<file path="config.mk">
export PLATFORM = sky130hd
export DESIGN_NAME = pulse_height_extract
export DESIGN_NICKNAME = d
export VERILOG_FILES = /design/src/hdl/phe_pkg.sv /design/src/hdl/phe_div.sv /design/src/hdl/phe_datapath.sv /design/src/hdl/phe_ctrl.sv /design/src/hdl/pulse_height_extract.sv
export SDC_FILE = /design/constraint.sdc
export NUM_CORES = 1
export LEC_CHECK = 0
export ABC_CLOCK_PERIOD_IN_PS = 6480
export BUFFER_PORTS_ARGS = -buffer_cell sky130_fd_sc_hd__buf_2
export CORE_MARGIN = 2
export CORE_UTILIZATION = 47
export CTS_CLUSTER_DIAMETER = 30
export CTS_CLUSTER_SIZE = 16
export DETAILED_ROUTE_END_ITERATION = 16
export HOLD_SLACK_MARGIN = 0.1
export SYNTH_ARGS = -nofsm -noshare
export SYNTH_HDL_FRONTEND = slang
export SYNTH_SLANG_ARGS = --single-unit
</file>
<file path="constraint.sdc">
create_clock -name clk -period 6.48 [get_ports clk]
set_clock_uncertainty 0.05 [all_clocks]
set_input_delay 1.296 -clock clk [delete_from_list [all_inputs] [get_ports clk]]
set_output_delay 1.296 -clock clk [all_outputs]
set_load 0.01 [all_outputs]
</file>
<file path="src/hdl/phe_pkg.sv">
// shared constants and control types of the pulse height extractor
package phe_pkg;

	localparam int DEF_SAMPLE_BITS = 16;
	localparam int DEF_MAX_BASELINE = 1024;
	localparam int DEF_FRAC_BITS = 8;

	localparam int CFG_DATA_W = 11;
	localparam int CFG_INDEX_W = 1;

	localparam logic [CFG_INDEX_W-1:0] CFG_BASELINE_COUNT = 1'd0;
	localparam logic [CFG_INDEX_W-1:0] CFG_NEGATIVE_PULSE = 1'd1;

	localparam logic [CFG_DATA_W-1:0] BASELINE_COUNT_RESET = 11'd16;

	typedef struct packed {
		logic take;
		logic div_start;
		logic base_load;
		logic out_load;
		logic clear;
	} phe_cmd_t;

	typedef struct packed {
		logic base_phase;
		logic base_end;
		logic div_done;
	} phe_status_t;

endpackage

</file>
<file path="src/hdl/phe_div.sv">
// iterative restoring divider with floor rounding for signed dividends
module phe_div #(
	parameter int DVD_W = 35,
	parameter int DSR_W = 11,
	parameter int QUO_W = 24
) (
	input  logic                    clk,
	input  logic                    arst_n,
	input  logic                    start,
	input  logic signed [DVD_W-1:0] dividend,
	input  logic [DSR_W-1:0]        divisor,
	output logic                    done,
	output logic signed [QUO_W-1:0] quotient
);

	localparam int STEP_W = $clog2(DVD_W + 1);

	logic              busy_q;
	logic [STEP_W-1:0] step_q;
	logic              neg_q;
	logic [DVD_W-1:0]  quo_q;
	logic [DSR_W-1:0]  rem_q;
	logic [DSR_W-1:0]  dsr_q;

	logic [DVD_W-1:0] mag;
	logic [DSR_W:0]   shifted;
	logic [DSR_W:0]   trial;
	logic             fits;
	logic [DVD_W-1:0] fixed;

	always_comb begin
		mag = dividend[DVD_W-1] ? DVD_W'(~dividend + DVD_W'(1)) : DVD_W'(dividend);
		shifted = {rem_q, quo_q[DVD_W-1]};
		fits = shifted >= {1'b0, dsr_q};
		trial = shifted - {1'b0, dsr_q};
		// negative: -(q + (rem != 0)) = ~q + (rem == 0)
		fixed = neg_q ? DVD_W'(~quo_q + DVD_W'(rem_q == '0)) : quo_q;
	end

	assign done = busy_q && (step_q == '0);
	assign quotient = signed'(fixed[QUO_W-1:0]);

	always_ff @(posedge clk or negedge arst_n) begin
		if (!arst_n) begin
			busy_q <= 1'b0;
			step_q <= '0;
		end else if (start) begin
			busy_q <= 1'b1;
			step_q <= STEP_W'(DVD_W);
		end else if (busy_q) begin
			if (step_q != '0) begin
				step_q <= step_q - STEP_W'(1);
			end else begin
				busy_q <= 1'b0;
			end
		end
	end

	always_ff @(posedge clk) begin
		if (start) begin
			quo_q <= mag;
			rem_q <= '0;
			neg_q <= dividend[DVD_W-1];
			dsr_q <= divisor;
		end else if (busy_q && step_q != '0) begin
			rem_q <= fits ? trial[DSR_W-1:0] : shifted[DSR_W-1:0];
			quo_q <= {quo_q[DVD_W-2:0], fits};
		end
	end

endmodule

</file>
<file path="src/hdl/phe_datapath.sv">
// datapath: config registers, baseline sum, peak tracking, divider and result register
module phe_datapath #(
	parameter int SAMPLE_BITS = 16,
	parameter int MAX_BASELINE = 1024,
	parameter int FRAC_BITS = 8
) (
	input  logic                                  clk,
	input  logic                                  arst_n,
	input  logic                                  cfg_write,
	input  logic [phe_pkg::CFG_INDEX_W-1:0]       cfg_index,
	input  logic [phe_pkg::CFG_DATA_W-1:0]        cfg_data,
	input  logic signed [SAMPLE_BITS-1:0]         sample,
	input  phe_pkg::phe_cmd_t                     cmd,
	output phe_pkg::phe_status_t                  status,
	output logic [SAMPLE_BITS+FRAC_BITS-1:0]      height,
	output logic                                  short_record
);

	import phe_pkg::*;

	localparam int CNT_W = $clog2(MAX_BASELINE + 1);
	localparam int SUM_W = SAMPLE_BITS + CNT_W;
	localparam int LVL_W = SAMPLE_BITS + FRAC_BITS;
	localparam int DVD_W = SUM_W + FRAC_BITS;

	logic [CFG_DATA_W-1:0]   cfg_cnt_q;
	logic                    cfg_neg_q;
	logic [CNT_W-1:0]        cnt_q;
	logic signed [SUM_W-1:0] sum_q;
	logic [CNT_W-1:0]        act_cnt_q;
	logic                    act_neg_q;
	logic signed [LVL_W-1:0] base_q;
	logic signed [LVL_W-1:0] peak_q;
	logic [LVL_W-1:0]        height_q;
	logic                    short_q;

	logic [CNT_W-1:0]        cfg_eff;
	logic [CNT_W-1:0]        eff_cnt;
	logic                    eff_neg;
	logic [CNT_W-1:0]        cnt_inc;
	logic                    base_phase;
	logic signed [LVL_W-1:0] scaled;
	logic                    better;
	logic signed [LVL_W-1:0] peak_new;
	logic signed [LVL_W:0]   diff;
	logic [LVL_W-1:0]        height_new;
	logic signed [DVD_W-1:0] dividend;
	logic signed [LVL_W-1:0] quotient;
	logic                    div_done;

	always_comb begin
		if (cfg_cnt_q == '0) begin
			cfg_eff = CNT_W'(1);
		end else if (32'(cfg_cnt_q) > 32'(MAX_BASELINE)) begin
			cfg_eff = CNT_W'(MAX_BASELINE);
		end else begin
			cfg_eff = CNT_W'(cfg_cnt_q);
		end
		eff_cnt = (cnt_q == '0) ? cfg_eff : act_cnt_q;
		eff_neg = (cnt_q == '0) ? cfg_neg_q : act_neg_q;
		cnt_inc = cnt_q + CNT_W'(1);
		base_phase = cnt_q < eff_cnt;
		scaled = LVL_W'(sample) <<< FRAC_BITS;
		better = eff_neg ? (scaled < peak_q) : (scaled > peak_q);
		peak_new = (cmd.take && !base_phase && better) ? scaled : peak_q;
		if (eff_neg) begin
			diff = (LVL_W+1)'(base_q) - (LVL_W+1)'(peak_new);
		end else begin
			diff = (LVL_W+1)'(peak_new) - (LVL_W+1)'(base_q);
		end
		height_new = diff[LVL_W] ? '0 : diff[LVL_W-1:0];
		dividend = DVD_W'(sum_q) <<< FRAC_BITS;
	end

	assign status.base_phase = base_phase;
	assign status.base_end = (cnt_inc == eff_cnt);
	assign status.div_done = div_done;
	assign height = height_q;
	assign short_record = short_q;

	phe_div #(
		.DVD_W(DVD_W),
		.DSR_W(CNT_W),
		.QUO_W(LVL_W)
	) u_div (
		.clk     (clk),
		.arst_n  (arst_n),
		.start   (cmd.div_start),
		.dividend(dividend),
		.divisor (act_cnt_q),
		.done    (div_done),
		.quotient(quotient)
	);

	always_ff @(posedge clk or negedge arst_n) begin
		if (!arst_n) begin
			cfg_cnt_q <= BASELINE_COUNT_RESET;
			cfg_neg_q <= 1'b0;
		end else if (cfg_write) begin
			case (cfg_index)
				CFG_BASELINE_COUNT: cfg_cnt_q <= cfg_data;
				CFG_NEGATIVE_PULSE: cfg_neg_q <= cfg_data[0];
				default: ;
			endcase
		end
	end

	always_ff @(posedge clk or negedge arst_n) begin
		if (!arst_n) begin
			cnt_q <= '0;
			sum_q <= '0;
		end else if (cmd.clear) begin
			cnt_q <= '0;
			sum_q <= '0;
		end else if (cmd.take && base_phase) begin
			cnt_q <= cnt_inc;
			sum_q <= sum_q + SUM_W'(sample);
		end
	end

	always_ff @(posedge clk) begin
		if (cmd.take && cnt_q == '0) begin
			act_cnt_q <= cfg_eff;
			act_neg_q <= cfg_neg_q;
		end
		if (cmd.base_load) begin
			base_q <= quotient;
			peak_q <= quotient;
		end else begin
			peak_q <= peak_new;
		end
		if (cmd.out_load) begin
			short_q <= cmd.take && base_phase;
			height_q <= (cmd.take && base_phase) ? '0 : height_new;
		end
	end

endmodule

</file>
<file path="src/hdl/phe_ctrl.sv">
// controller state machine: record sequencing, divider hand-off and result handshake
module phe_ctrl (
	input  logic                 clk,
	input  logic                 arst_n,
	input  logic                 in_valid,
	input  logic                 in_last,
	output logic                 in_stall,
	output logic                 out_valid,
	input  logic                 out_stall,
	input  phe_pkg::phe_status_t status,
	output phe_pkg::phe_cmd_t    cmd
);

	import phe_pkg::*;

	localparam logic [1:0] ST_RUN  = 2'd0;
	localparam logic [1:0] ST_LOAD = 2'd1;
	localparam logic [1:0] ST_WAIT = 2'd2;
	localparam logic [1:0] ST_FIN  = 2'd3;

	logic [1:0] state_q;
	logic [1:0] state_next;
	logic       last_pend_q;
	logic       out_valid_q;
	logic       out_free;

	assign out_free = !out_valid_q || !out_stall;
	assign in_stall = (state_q != ST_RUN) || (in_last && !out_free);
	assign out_valid = out_valid_q;

	always_comb begin
		cmd = '0;
		state_next = state_q;
		case (state_q)
			ST_RUN: begin
				cmd.take = in_valid && !in_stall;
				if (cmd.take) begin
					if (status.base_phase && status.base_end) begin
						state_next = ST_LOAD;
					end else if (in_last) begin
						cmd.out_load = 1'b1;
						cmd.clear = 1'b1;
					end
				end
			end
			ST_LOAD: begin
				cmd.div_start = 1'b1;
				state_next = ST_WAIT;
			end
			ST_WAIT: begin
				if (status.div_done) begin
					cmd.base_load = 1'b1;
					state_next = last_pend_q ? ST_FIN : ST_RUN;
				end
			end
			ST_FIN: begin
				if (out_free) begin
					cmd.out_load = 1'b1;
					cmd.clear = 1'b1;
					state_next = ST_RUN;
				end
			end
			default: state_next = ST_RUN;
		endcase
	end

	always_ff @(posedge clk or negedge arst_n) begin
		if (!arst_n) begin
			state_q <= ST_RUN;
			last_pend_q <= 1'b0;
			out_valid_q <= 1'b0;
		end else begin
			state_q <= state_next;
			if (cmd.take) begin
				last_pend_q <= in_last;
			end
			if (cmd.out_load) begin
				out_valid_q <= 1'b1;
			end else if (!out_stall) begin
				out_valid_q <= 1'b0;
			end
		end
	end

endmodule

</file>
<file path="src/hdl/pulse_height_extract.sv">
// top level of the baseline-subtracted pulse height extractor
// Input channel (in_valid, in_stall, sample, last) carries one signed ADC sample
// per transfer; last marks the final sample of a record. The output channel
// (out_valid, out_stall, height, short_record) gives one result per record,
// taken from an output register that is loaded at the transfer of the last sample.
// The first baseline_count samples of a record are summed; after the sample that
// completes that sum, a restoring divider (one quotient bit per cycle) forms the
// Q.FRAC_BITS baseline, and in_stall stays high while the controller starts the
// divider and waits for its result. All other samples flow without a stall. If that
// sample is also the last one, the result is loaded once the divider is done and
// the output register is free. A last sample is held off by in_stall while a
// result still waits in the output register under out_stall; other samples keep
// flowing. The configuration channel (cfg_valid, cfg_ready, cfg_index, cfg_data)
// is always ready; register values are latched at the first sample of a record.
// Reset clears the record state and loads baseline_count 16, positive pulses.
module pulse_height_extract #(
	parameter int SAMPLE_BITS = phe_pkg::DEF_SAMPLE_BITS,
	parameter int MAX_BASELINE = phe_pkg::DEF_MAX_BASELINE,
	parameter int FRAC_BITS = phe_pkg::DEF_FRAC_BITS
) (
	input  logic                             clk,
	input  logic                             arst_n,
	input  logic                             in_valid,
	output logic                             in_stall,
	input  logic signed [SAMPLE_BITS-1:0]    sample,
	input  logic                             last,
	output logic                             out_valid,
	input  logic                             out_stall,
	output logic [SAMPLE_BITS+FRAC_BITS-1:0] height,
	output logic                             short_record,
	input  logic                             cfg_valid,
	output logic                             cfg_ready,
	input  logic [phe_pkg::CFG_INDEX_W-1:0]  cfg_index,
	input  logic [phe_pkg::CFG_DATA_W-1:0]   cfg_data
);

	import phe_pkg::*;

	phe_cmd_t    cmd;
	phe_status_t status;

	assign cfg_ready = 1'b1;

	phe_ctrl u_ctrl (
		.clk      (clk),
		.arst_n   (arst_n),
		.in_valid (in_valid),
		.in_last  (last),
		.in_stall (in_stall),
		.out_valid(out_valid),
		.out_stall(out_stall),
		.status   (status),
		.cmd      (cmd)
	);

	phe_datapath #(
		.SAMPLE_BITS (SAMPLE_BITS),
		.MAX_BASELINE(MAX_BASELINE),
		.FRAC_BITS   (FRAC_BITS)
	) u_datapath (
		.clk         (clk),
		.arst_n      (arst_n),
		.cfg_write   (cfg_valid && cfg_ready),
		.cfg_index   (cfg_index),
		.cfg_data    (cfg_data),
		.sample      (sample),
		.cmd         (cmd),
		.status      (status),
		.height      (height),
		.short_record(short_record)
	);

endmodule

</file>
==> results of run 1 <==
[worst max path at each step]
| stage | slack (ps) | to | cells past startpoint | startpoint |
|---|---|---|---|---|
| finish | 400 | u_datapath.height[20] | 27 | u_datapath.cnt_q[1] |
| global route | -1 | u_datapath.height[17] | 27 | u_datapath.cnt_q[0] |
| CTS | 270 | u_datapath.height[23] | 26 | u_datapath.cnt_q[0] |
| detailed placement | 170 | u_datapath.height[23] | 22 | sample[9] |
| global placement | 220 | u_datapath.height[23] | 22 | sample[9] |
| floorplan | 630 | u_datapath.height[10] | 21 | sample[6] |
[synth_stat cells, types with 12 or more instances]
library cell | count | area share (%)
a211oi_1 | 13 | 0.69
edfxtp_1 | 108 | 23
and3_1 | 14 | 0.62
nand4_1 | 15 | 0.66
mux2i_1 | 47 | 3.3
nor2b_1 | 30 | 1.3
inv_1 | 116 | 3.1
o211ai_1 | 13 | 0.69
nand2_1 | 134 | 3.5
dfrtp_1 | 60 | 11
a31oi_1 | 14 | 0.62
xnor2_1 | 68 | 4.2
nor3_1 | 25 | 0.88
ha_1 | 121 | 11
clkbuf_1 | 41 | 1.1
dfxtp_1 | 35 | 4.9
mux2_2 | 23 | 1.8
nor4_1 | 13 | 0.57
o21ai_0 | 52 | 1.8
or3_1 | 12 | 0.53
nand3_1 | 31 | 1.1
nor2_1 | 166 | 4.4
o31ai_1 | 20 | 1.1
a21oi_1 | 147 | 5.2
a21o_1 | 30 | 1.6
xor2_1 | 41 | 2.5
[layout make-up]
class | count | area (µm²)
clock buffer | 72 | 1660
fill | 2633 | 12500
timing repair buffer | 100 | 613
tap | 390 | 488
sequential | 204 | 5470
clock inverter | 37 | 419
inverter | 116 | 435
multi-input combinational | 1170 | 8090
[worst max-delay path: cells and delay by family, from the launching register on]
kind | cells | cell delay [ps]
muxes | 3 | 730
DFF | 1 | 440
buffers and inverters | 6 | 1010
adders and majority gates | 3 | 830
xor gates and xnor gates | 1 | 150
and+or+nand+nor | 4 | 490
AOI/OAI and AO/OA | 10 | 2130
[registers in the layout, indices dropped and copies added (netlist names), 2 cells and up]
register / cells
u_datapath.cfg_cnt_q: 11
u_datapath.u_div.dsr_q: 11
u_datapath.height: 24
u_datapath.u_div.quo_q: 35
u_datapath.u_div.rem_q: 11
u_datapath.base_q: 24
u_datapath.u_div.step_q: 6
u_datapath.peak_q: 24
u_datapath.act_cnt_q: 11
u_datapath.sum_q: 27
u_ctrl.state_q: 2
u_datapath.cnt_q: 11
[repair_timing]
item / 4_1_cts / 5_1_grt
setup endpoints to repair: 0 / 24
setup buffers: 0 / 2
gates resized for setup: 0 / 8
[per-layer routing]
layer | wire length, µm | part of all wire (%) | up-vias | GRT usage (%)
li1 | - | - | 5753 | -
met1 | 16100 | 48 | 5325 | 29.3
met2 | 15800 | 47 | 214 | 36.5
met3 | 1190 | 3.5 | 49 | 3.23
met4 | 611 | 1.8 | 0 | 5.87
met5 | 0 | 0 | - | 0
[report_power, final]
group	internal, W	total (W)	switching (W)
logic	0.00164	0.00389	0.00225
registers	0.00198	0.00235	0.000369
clock network	0.00211	0.00294	0.000827
[cell families (layout without fill, tap and decap cells)]
logic type,count (synthesis),in the layout
other,1,1
buffers and inverters,178,325
xor gates and xnor gates,109,109
AOI/OAI and AO/OA,369,369
and+or+nand+nor,493,493
DFF,204,204
muxes,73,73
adders and majority gates,125,125
[metrics by stage]
| step | cell area, µm² | hold slack (ps) | util (%) | total power, W |
|---|---|---|---|---|
| after CTS | 17100 | 407 | 57.6 | 0.00922 |
| after global placement | 15000 | 393 | 50.6 | 0.00615 |
| after floorplan | 14200 | 370 | - | 0.00522 |
| final | 17200 | 405 | 57.8 | 0.00918 |
| after detailed placement | 15000 | 398 | 50.6 | 0.00622 |
| after global routing | 17200 | 418 | 57.8 | 0.00987 |
==> impl_metrics.csv, run 1 <==
group,metric,value,unit
status,status,"finished, final reports clean",
setup_path,timing.critical_path.mode_cell,"buf_4",
die,horiz_die_dim,178,µm
route,vias,11300,
route,route.antenna.remaining_nets,0,
clock_tree,ctsHtreeMaxLevel,2,
synth,post_synth_mux_area_share,5.43,%
timing,tightest_slew,967,ps
die,die_height,178,µm
die,placeableCoreArea,29700,µm²
power_and_ir_drop,leakagePower,7.70,nW
clock_tree,cts_tree,"built",
setup_path,timing.critical_path.fanout_max,11,
finish,final_layout_size_suffix_gt1_share,15.1,%
clock_tree,clock_path_buffers,3,
setup_path,reg2reg_to,"u_datapath.height[20]",
setup_path,slowest_delay,510,ps
grt,number_of_antenna_violations_at_the_first_check_in_global_routing,0,
synth,synth_simple_gate_area_share,16.5,%
die,dieArea,31600,µm²
worst_hold_path,timing.hold.worst.class,"reg -> reg",
synth,synth_sequential_area_ratio,38.5,%
placement,placed_cells_incl_taps,1978,
placement,finalWeightedCongestion,0.879,
grt,grt_start_max_net_pins,85,
setup_path,worst_r2r_path_cells,27,
synth,syn_inst,1552,
synth,synth-edff-count,108,
finish,area_growth_syn_to_layout,20.9,%
timing,min_setup_slack_post_route,404,ps
clock_tree,clk_pin_slew_worst_paths,40,ps
route,drt_drc_violations_left,0,
synth,synthAdderAreaFrac,11.2,%
route,drt_wl_total,33.7,mm
setup_path,capturing_element_type_of_the_critical_path,"flip-flop",
worst_hold_path,timing.hold.worst_endpoint,"u_datapath.u_div.dsr_q[0]",
power_and_ir_drop,power-per-cell-area,534,nW/µm²
clock_tree,cts-buffers-inserted,58,
clock_tree,cts.sinks,204,
setup_path,critical_path_arrival,6320,ps
synth,yosysWarningCount,0,
setup_path,timing.critical_path.required,6730,ps
worst_hold_path,holdPathStages,0,
route,dr.pass1.iters,6,
synth,netlist-cell-type-count,80,
setup_path,worstReg2RegStart,"u_datapath.cnt_q[1]",
timing,finalHoldViolations,0,
clock_tree,later_pin_clock_latency_in_the_skew_report,540,ps
route,wl_per_cell,16.1,µm
worst_hold_path,worstHoldStart,"u_datapath.act_cnt_q[0]",
route,routed_via_density,5.43,
finish,antennaDiodeCount,0,
clock_tree,cts_root_buf,"clkbuf_16",
finish,final-instance-count-excl-fill,2089,
setup_path,worst_setup_path_start_kind,"flip-flop",
timing,setup_violations,0,
synth,synth_flop_cell,"edfxtp_1",
setup_path,worst_path_max_delay_cell,"o32ai_1",
synth,fraction_of_registers_with_async_set_reset,29.9,%
grt,grt_first_pass_wirelength,56.2,mm
die,pin_count,62,
placement,placement.setup.worst_slack,174,ps
grt,globalRouteOverflowTotal,0,
timing,fin_crit,6080,ps
synth,synth-xor-area-share,6.72,%
synth,synth-compound-area-share,16.6,%
synth,syn_nets,1711,
timing,number_of_slew_limit_violations_in_the_final_report,0,
synth,main_combinational_cell_family_by_area_after_synthesis,"compound AO/OA/AOI/OAI gates",
finish,layout.cells.most_common_list,"166 x nor2_1, 147 x a21oi_1, 133 x nand2_1, 120 x ha_1, 116 x inv_1",
grt,globalRouteTotalUtil,21.8,%
die,num_rows,63,
grt,via_count_of_the_first_global_routing_pass,11300,
setup_path,timing_worst_setup_path_type,"reg -> reg",
placement,placement.io_buffers,60,
clock_tree,cts_hold_buffers,0,
synth,netlist_area,14200,µm²
timing,setup_tns,0,ps
die,effective_utilization_at_floorplan,47.8,%
timing,final.period_utilization,93.8,%
finish,num-nets-final,1809,
route,number_of_violations_reported_at_the_end_of_detailed_routing_iteration_0,740,
placement,dp_hpwl,24.6,mm
power_and_ir_drop,ir_drop,0.000310,V
timing,slew-limit-headroom,35.3,%
synth,yosys_register_bits,204,
setup_path,timing.reg2reg.setup_slack,400,ps
finish,layout_commonest_cell,"nor2_1",
run,maxCapViolCount,0,
timing,achievable-frequency,165,MHz
synth,syn_area_per_cell,9.15,µm²
No activity file was read; power rests on OpenSTA's default activity.
==> inputs of run 2 (changes only) <==
--- a/config.mk
+++ b/config.mk
@@ -9,6 +9,7 @@
 export BUFFER_PORTS_ARGS = -buffer_cell sky130_fd_sc_hd__buf_2
 export CORE_MARGIN = 2
 export CORE_UTILIZATION = 47
+export CTS_BUF_LIST = sky130_fd_sc_hd__clkbuf_16
 export CTS_CLUSTER_DIAMETER = 30
 export CTS_CLUSTER_SIZE = 16
 export DETAILED_ROUTE_END_ITERATION = 16
==> run 2 against run 1 <==
Design area shrank 0.41%. Maximum frequency is essentially flat. Largest cell class unchanged. Critical path depth stayed put. Clock power shrank 3%. Total power decreased by 0.97%. First-iteration DRC count shrank 16%. Via count hardly changed. Sequential share of layout area grew 0.13 points.
==> impl_metrics.csv, run 2 (same netlist as run 1, synthesis figures left out) <==
group,metric,value,unit
status,status,"finished, final reports clean",
route,routed_via_density,5.43,
timing,setup_tns,0,ps
clock_tree,cts_root_buf,"clkbuf_16",
die,pin_count,62,
die,horiz_die_dim,178,µm
timing,final.period_utilization,93.7,%
setup_path,worst_path_max_delay_cell,"o32ai_1",
clock_tree,clk_pin_slew_worst_paths,40,ps
finish,num-nets-final,1809,
finish,largest_reg_flops,35,
setup_path,path_delay_family,"compound AO/OA/AOI/OAI gates",
route,dr.pass1.iters,6,
timing,slew-limit-headroom,34.1,%
route,drt_wl_total,33.6,mm
grt,grt_start_max_net_pins,85,
setup_path,capturing_element_type_of_the_critical_path,"flip-flop",
power_and_ir_drop,leakagePower,7.67,nW
finish,layout.cells.most_common_list,"166 x nor2_1, 147 x a21oi_1, 133 x nand2_1, 120 x ha_1, 119 x inv_1",
timing,tightest_slew,985,ps
timing,fin_crit,6070,ps
power_and_ir_drop,ir_drop,0.000311,V
placement,dp_hpwl,24.6,mm
run,maxCapViolCount,0,
finish,post-route-util,57.6,%
clock_tree,later_pin_clock_latency_in_the_skew_report,550,ps
setup_path,worst_setup_path_start_kind,"flip-flop",
timing,finalHoldViolations,0,
route,number_of_violations_reported_at_the_end_of_detailed_routing_iteration_0,621,
placement,placement.setup.worst_slack,174,ps
placement,finalWeightedCongestion,0.879,
setup_path,timing.critical_path.required,6730,ps
setup_path,critical_path_arrival,6320,ps
setup_path,critPathBufInv,6,
grt,via_count_of_the_first_global_routing_pass,11300,
timing,min_setup_slack_post_route,410,ps
timing,number_of_slew_limit_violations_in_the_final_report,0,
grt,globalRouteTotalUtil,21.8,%
grt,grt_first_pass_wirelength,56.1,mm
die,die_height,178,µm
worst_hold_path,timing.hold.worst.class,"reg -> reg",
finish,antennaDiodeCount,0,
finish,final_layout_size_suffix_gt1_share,14.7,%
die,placeableCoreArea,29700,µm²
setup_path,timing_worst_setup_path_type,"reg -> reg",
die,dieArea,31600,µm²
timing,achievable-frequency,165,MHz
route,wl_per_cell,16.1,µm
setup_path,timing.critical_path.fanout_max,11,
die,num_rows,63,
power_and_ir_drop,power-per-cell-area,531,nW/µm²
placement,placement.io_buffers,60,
setup_path,timing.critical_path.mode_cell,"buf_4",
clock_tree,ctsHtreeMaxLevel,2,
finish,layout_commonest_cell,"nor2_1",
clock_tree,cts_tree,"built",
finish,largest_registers_in_the_final_layout,"u_datapath.u_div.quo_q x35, u_datapath.sum_q x27",
timing,rsz0062_at_grt,"false",
clock_tree,cts.sinks,204,
die,effective_utilization_at_floorplan,47.8,%
clock_tree,cts-buffers-inserted,58,
clock_tree,clock_path_buffers,3,
clock_tree,cts_hold_buffers,0,
timing,setup_violations,0,
route,vias,11300,
route,drt_drc_violations_left,0,
route,route.antenna.remaining_nets,0,
setup_path,slowest_delay,510,ps
grt,globalRouteOverflowTotal,0,
grt,number_of_antenna_violations_at_the_first_check_in_global_routing,0,
finish,area_growth_syn_to_layout,20.5,%
finish,largest_register_by_flop_count,"u_datapath.u_div.quo_q",
## run 2: changes by cell type in the layout (fill, tap and decap cells not counted), sizes merged
| cell | change |
|---|---|
| inv | +3 |
| clkbuf | -10 |
| clkinv | +7 |
## run 2: metal layers
metal,GRT usage (%),wire (µm),up-vias
li1,-,-,5754
met1,29.3,16000,5320
met2,36.5,15800,222
met3,3.30,1320,49
met4,5.81,566,0
met5,0,0,-
## run 2: worst paths after layout
path                                         start                        end  slack [ps]  cells after the start
max                            u_datapath.cnt_q[1]      u_datapath.height[20]         410                     27
max in group asynchronous                   arst_n       u_datapath.sum_q[15]        4900                      2
max reg2reg                    u_datapath.cnt_q[1]      u_datapath.height[20]         410                     27
min                        u_datapath.act_cnt_q[6]  u_datapath.u_div.dsr_q[6]         410                      0
min reg2reg                u_datapath.act_cnt_q[6]  u_datapath.u_div.dsr_q[6]         410                      0
min in group asynchronous                   arst_n    u_datapath.cfg_cnt_q[3]         880                      2
## run 2: area by class of cell
cell class / instances / area (µm²)
timing repair buffer: 100 / 613
clock inverter: 47 / 457
sequential: 204 / 5470
fill: 2637 / 12600
multi-input combinational: 1170 / 8090
clock buffer: 62 / 1550
tap: 390 / 488
inverter: 116 / 435
## run 2: timing repair
action,4_1_cts,5_1_grt
hold endpoints to repair,0,0
endpoints found under the setup margin,0,24
resized for setup,0,8
setup buffers,0,2
## run 2: power breakdown
group,internal [W],total (W),switching (W)
Clock,0.00202,0.00285,0.000827
Combinational,0.00164,0.00389,0.00225
Sequential,0.00198,0.00235,0.000369
## run 2: stage by stage
stage                     instances  hold WS, ps  power (W)  area (µm²)
final                          2089          406    0.00909       17100
after global routing           2089          418    0.00978       17100
after CTS                      2087          408    0.00913       17100
after detailed placement       1978          398    0.00622       15000
after global placement         1978          393    0.00615       15000
after floorplan                1552          370    0.00522       14200
==> inputs of run 3 (changes only) <==
--- a/config.mk
+++ b/config.mk
@@ -5,7 +5,7 @@
 export SDC_FILE = /design/constraint.sdc
 export NUM_CORES = 1
 export LEC_CHECK = 0
-export ABC_CLOCK_PERIOD_IN_PS = 6480
+export ABC_CLOCK_PERIOD_IN_PS = 6600
 export BUFFER_PORTS_ARGS = -buffer_cell sky130_fd_sc_hd__buf_2
 export CORE_MARGIN = 2
 export CORE_UTILIZATION = 47
@@ -14,6 +14,7 @@
 export CTS_CLUSTER_SIZE = 16
 export DETAILED_ROUTE_END_ITERATION = 16
 export HOLD_SLACK_MARGIN = 0.1
+export PLACE_DENSITY = 0.75
 export SYNTH_ARGS = -nofsm -noshare
 export SYNTH_HDL_FRONTEND = slang
 export SYNTH_SLANG_ARGS = --single-unit
==> constraint.sdc (replaced) <==
create_clock -name clk -period 6.6 [get_ports clk]
set_clock_uncertainty 0.05 [all_clocks]
set_input_delay 1.32 -clock clk [delete_from_list [all_inputs] [get_ports clk]]
set_output_delay 1.32 -clock clk [all_outputs]
set_load 0.01 [all_outputs]
==> run 3 against run 2 <==
Non-clock buffer count fell by 6. Worst hold slack got worse by 12 ps. Clock-buffer cell count fell by 13. Sequential share of layout area rose by 1.1 points. Cell count fell by 1.1%. Setup slack got worse by 45 ps. Total power fell by 9.5%. Critical path type unchanged. Highest routed layer unchanged.
==> impl_metrics.csv, run 3 (same netlist as run 1, synthesis figures left out) <==
group,metric,value,unit
clock_tree,cts_hold_buffers,0,
placement,placement.io_buffers,60,
placement,placement.setup.worst_slack,99.5,ps
timing,tightest_slew,1220,ps
clock_tree,cts_tree,"built",
finish,final-instance-count-excl-fill,2066,
route,drt_wl_total,33.0,mm
setup_path,worst_r2r_path_cells,30,
timing,achievable-frequency,160,MHz
clock_tree,cts_root_buf,"clkbuf_16",
timing,final.period_utilization,94.5,%
finish,final_layout_size_suffix_gt1_share,12.8,%
route,routed_via_density,5.66,
die,pin_count,62,
power_and_ir_drop,power-per-cell-area,497,nW/µm²
grt,globalRouteTotalUtil,21.2,%
setup_path,timing.critical_path.fanout_max,21,
setup_path,timing.critical_path.required,6910,ps
clock_tree,cts-buffers-inserted,49,
grt,globalRouteOverflowTotal,0,
route,drt_drc_violations_left,0,
finish,area.sequential,5470,µm²
setup_path,critical_path_arrival,6550,ps
timing,number_of_slew_limit_violations_in_the_final_report,0,
finish,largest_reg_flops,35,
finish,num-fill-cells,2538,
setup_path,timing_worst_setup_path_type,"reg -> reg",
timing,min_setup_slack_post_route,365,ps
route,number_of_violations_reported_at_the_end_of_detailed_routing_iteration_0,966,
finish,layout.cells.most_common_list,"166 x nor2_1, 147 x a21oi_1, 134 x nand2_1, 128 x inv_1, 120 x ha_1",
clock_tree,later_pin_clock_latency_in_the_skew_report,550,ps
status,status,"finished, final reports clean",
timing,final.hold.worst_slack,394,ps
power_and_ir_drop,p_comb_share,46.1,%
timing,fin_crit,6230,ps
grt,via_count_of_the_first_global_routing_pass,11600,
power_and_ir_drop,leakagePower,7.43,nW
setup_path,slowest_delay,410,ps
worst_hold_path,timing.hold.worst.class,"reg -> reg",
route,dr.pass1.iters,5,
finish,multi_input_comb_area,8060,µm²
power_and_ir_drop,swShare,40.0,%
placement,finalWeightedCongestion,0.871,
power_and_ir_drop,power.total,0.00822,W
clock_tree,ctsHtreeMaxLevel,2,
power_and_ir_drop,ir_drop,0.000237,V
grt,grt_start_max_net_pins,85,
setup_path,worst_setup_path_start_kind,"flip-flop",
clock_tree,clk_pin_slew_worst_paths,50,ps
power_and_ir_drop,pwr-share-clk,25.9,%
finish,antennaDiodeCount,0,
clock_tree,cts.sinks,204,
route,wl_per_cell,16.0,µm
clock_tree,clock_path_buffers,3,
setup_path,timing.critical_path.mode_cell,"buf_4",
grt,grt_first_pass_wirelength,55.0,mm
finish,area_growth_syn_to_layout,16.4,%
route,route.antenna.remaining_nets,0,
die,die_height,178,µm
die,num_rows,63,
finish,num-nets-final,1794,
finish,largest_register_by_flop_count,"u_datapath.u_div.quo_q",
finish,layout_commonest_cell,"nor2_1",
timing,setup_violations,0,
timing,finalHoldViolations,0,
timing,setup_tns,0,ps
die,horiz_die_dim,178,µm
grt,number_of_antenna_violations_at_the_first_check_in_global_routing,0,
run,maxCapViolCount,0,
die,effective_utilization_at_floorplan,47.8,%
power_and_ir_drop,internal-power,0.00493,W
grt,grt_util_met3,3.34,%
worst_hold_path,holdPathStages,0,
timing,slew-limit-headroom,18.8,%
die,placeableCoreArea,29700,µm²
grt,globalRouteMet1Util,26.9,%
power_and_ir_drop,p_switching,0.00329,W
die,dieArea,31600,µm²
placement,placed_cells_incl_taps,1970,
route,vias,11700,
grt,use_met2,36.6,%
setup_path,capturing_element_type_of_the_critical_path,"flip-flop",
power_and_ir_drop,seqPwrFrac,28.0,%
setup_path,worst_path_max_delay_cell,"dfrtp_1",
finish,largest_registers_in_the_final_layout,"u_datapath.u_div.quo_q x35, u_datapath.sum_q x27",
placement,dp_hpwl,23.8,mm
timing,rsz0062_at_grt,"false",
grt,top_usage_layer,"met2",
## run 3: changes by cell type in the layout (fill, tap and decap cells not counted), moves of 3 or more
cell,delta
bufinv_16,-6
clkinvlp_4,-5
inv_1,+9
clkinv_4,-3
clkbuf_16,-13
buf_4,-6
## run 3: final timing paths
| path | startpoint | to | slack [ps] |
|---|---|---|---|
| worst max-delay path | u_datapath.cnt_q[0] | u_datapath.height[3] | 370 |
| worst min-delay path | u_datapath.act_cnt_q[5] | u_datapath.u_div.dsr_q[5] | 390 |
| worst max register to register | u_datapath.cnt_q[0] | u_datapath.height[3] | 370 |
| worst min register to register | u_datapath.act_cnt_q[5] | u_datapath.u_div.dsr_q[5] | 390 |
| max in group asynchronous | arst_n | u_datapath.sum_q[13] | 5030 |
| min in group asynchronous | arst_n | u_datapath.cfg_cnt_q[5] | 900 |
## run 3: power groups by stage
stage | registers [W] | logic, W | clock network [W]
finish | 0.00230 | 0.00379 | 0.00213
global route | 0.00236 | 0.00424 | 0.00224
CTS | 0.00230 | 0.00375 | 0.00217
detailed placement | 0.00231 | 0.00372 | 0
global placement | 0.00229 | 0.00360 | 0
floorplan | 0.00222 | 0.00291 | 0
## run 3: routing by layer
layer	up-vias	routed length, µm
met3	65	1730
met1	5605	14600
met2	308	15900
li1	5720	-
met4	0	746
met5	-	0
## run 3: repair_timing
action	in CTS	in global routing
endpoints found under the setup margin	0	24
resized for setup	0	2
buffers inserted	0	4
## run 3: final cells by class
type	count	area share, %
well taps	390	2.95
inverters	116	2.63
clock buffers	49	7.42
flip-flops and latches	204	33.1
multi-input cells	1170	48.8
clock inverters	43	1.64
repair buffers	94	3.44
## run 3: critical path, delay by kind of cell, from the launching register on
| kind | cells | cell delay [ps] |
|---|---|---|
| and+or+nand+nor | 7 | 1380 |
| adders and majority gates | 4 | 970 |
| DFF | 1 | 410 |
| muxes | 2 | 400 |
| AOI/OAI and AO/OA | 10 | 1770 |
| buffers and inverters | 7 | 1050 |
## run 3: per-stage QoR
step | utilization [%] | area [µm²]
2_1_floorplan | - | 14200
3_3_place_gp | 50.4 | 15000
3_5_place_dp | 50.4 | 15000
4_1_cts | 55.4 | 16500
5_1_grt | 55.6 | 16500
6_report | 55.6 | 16500
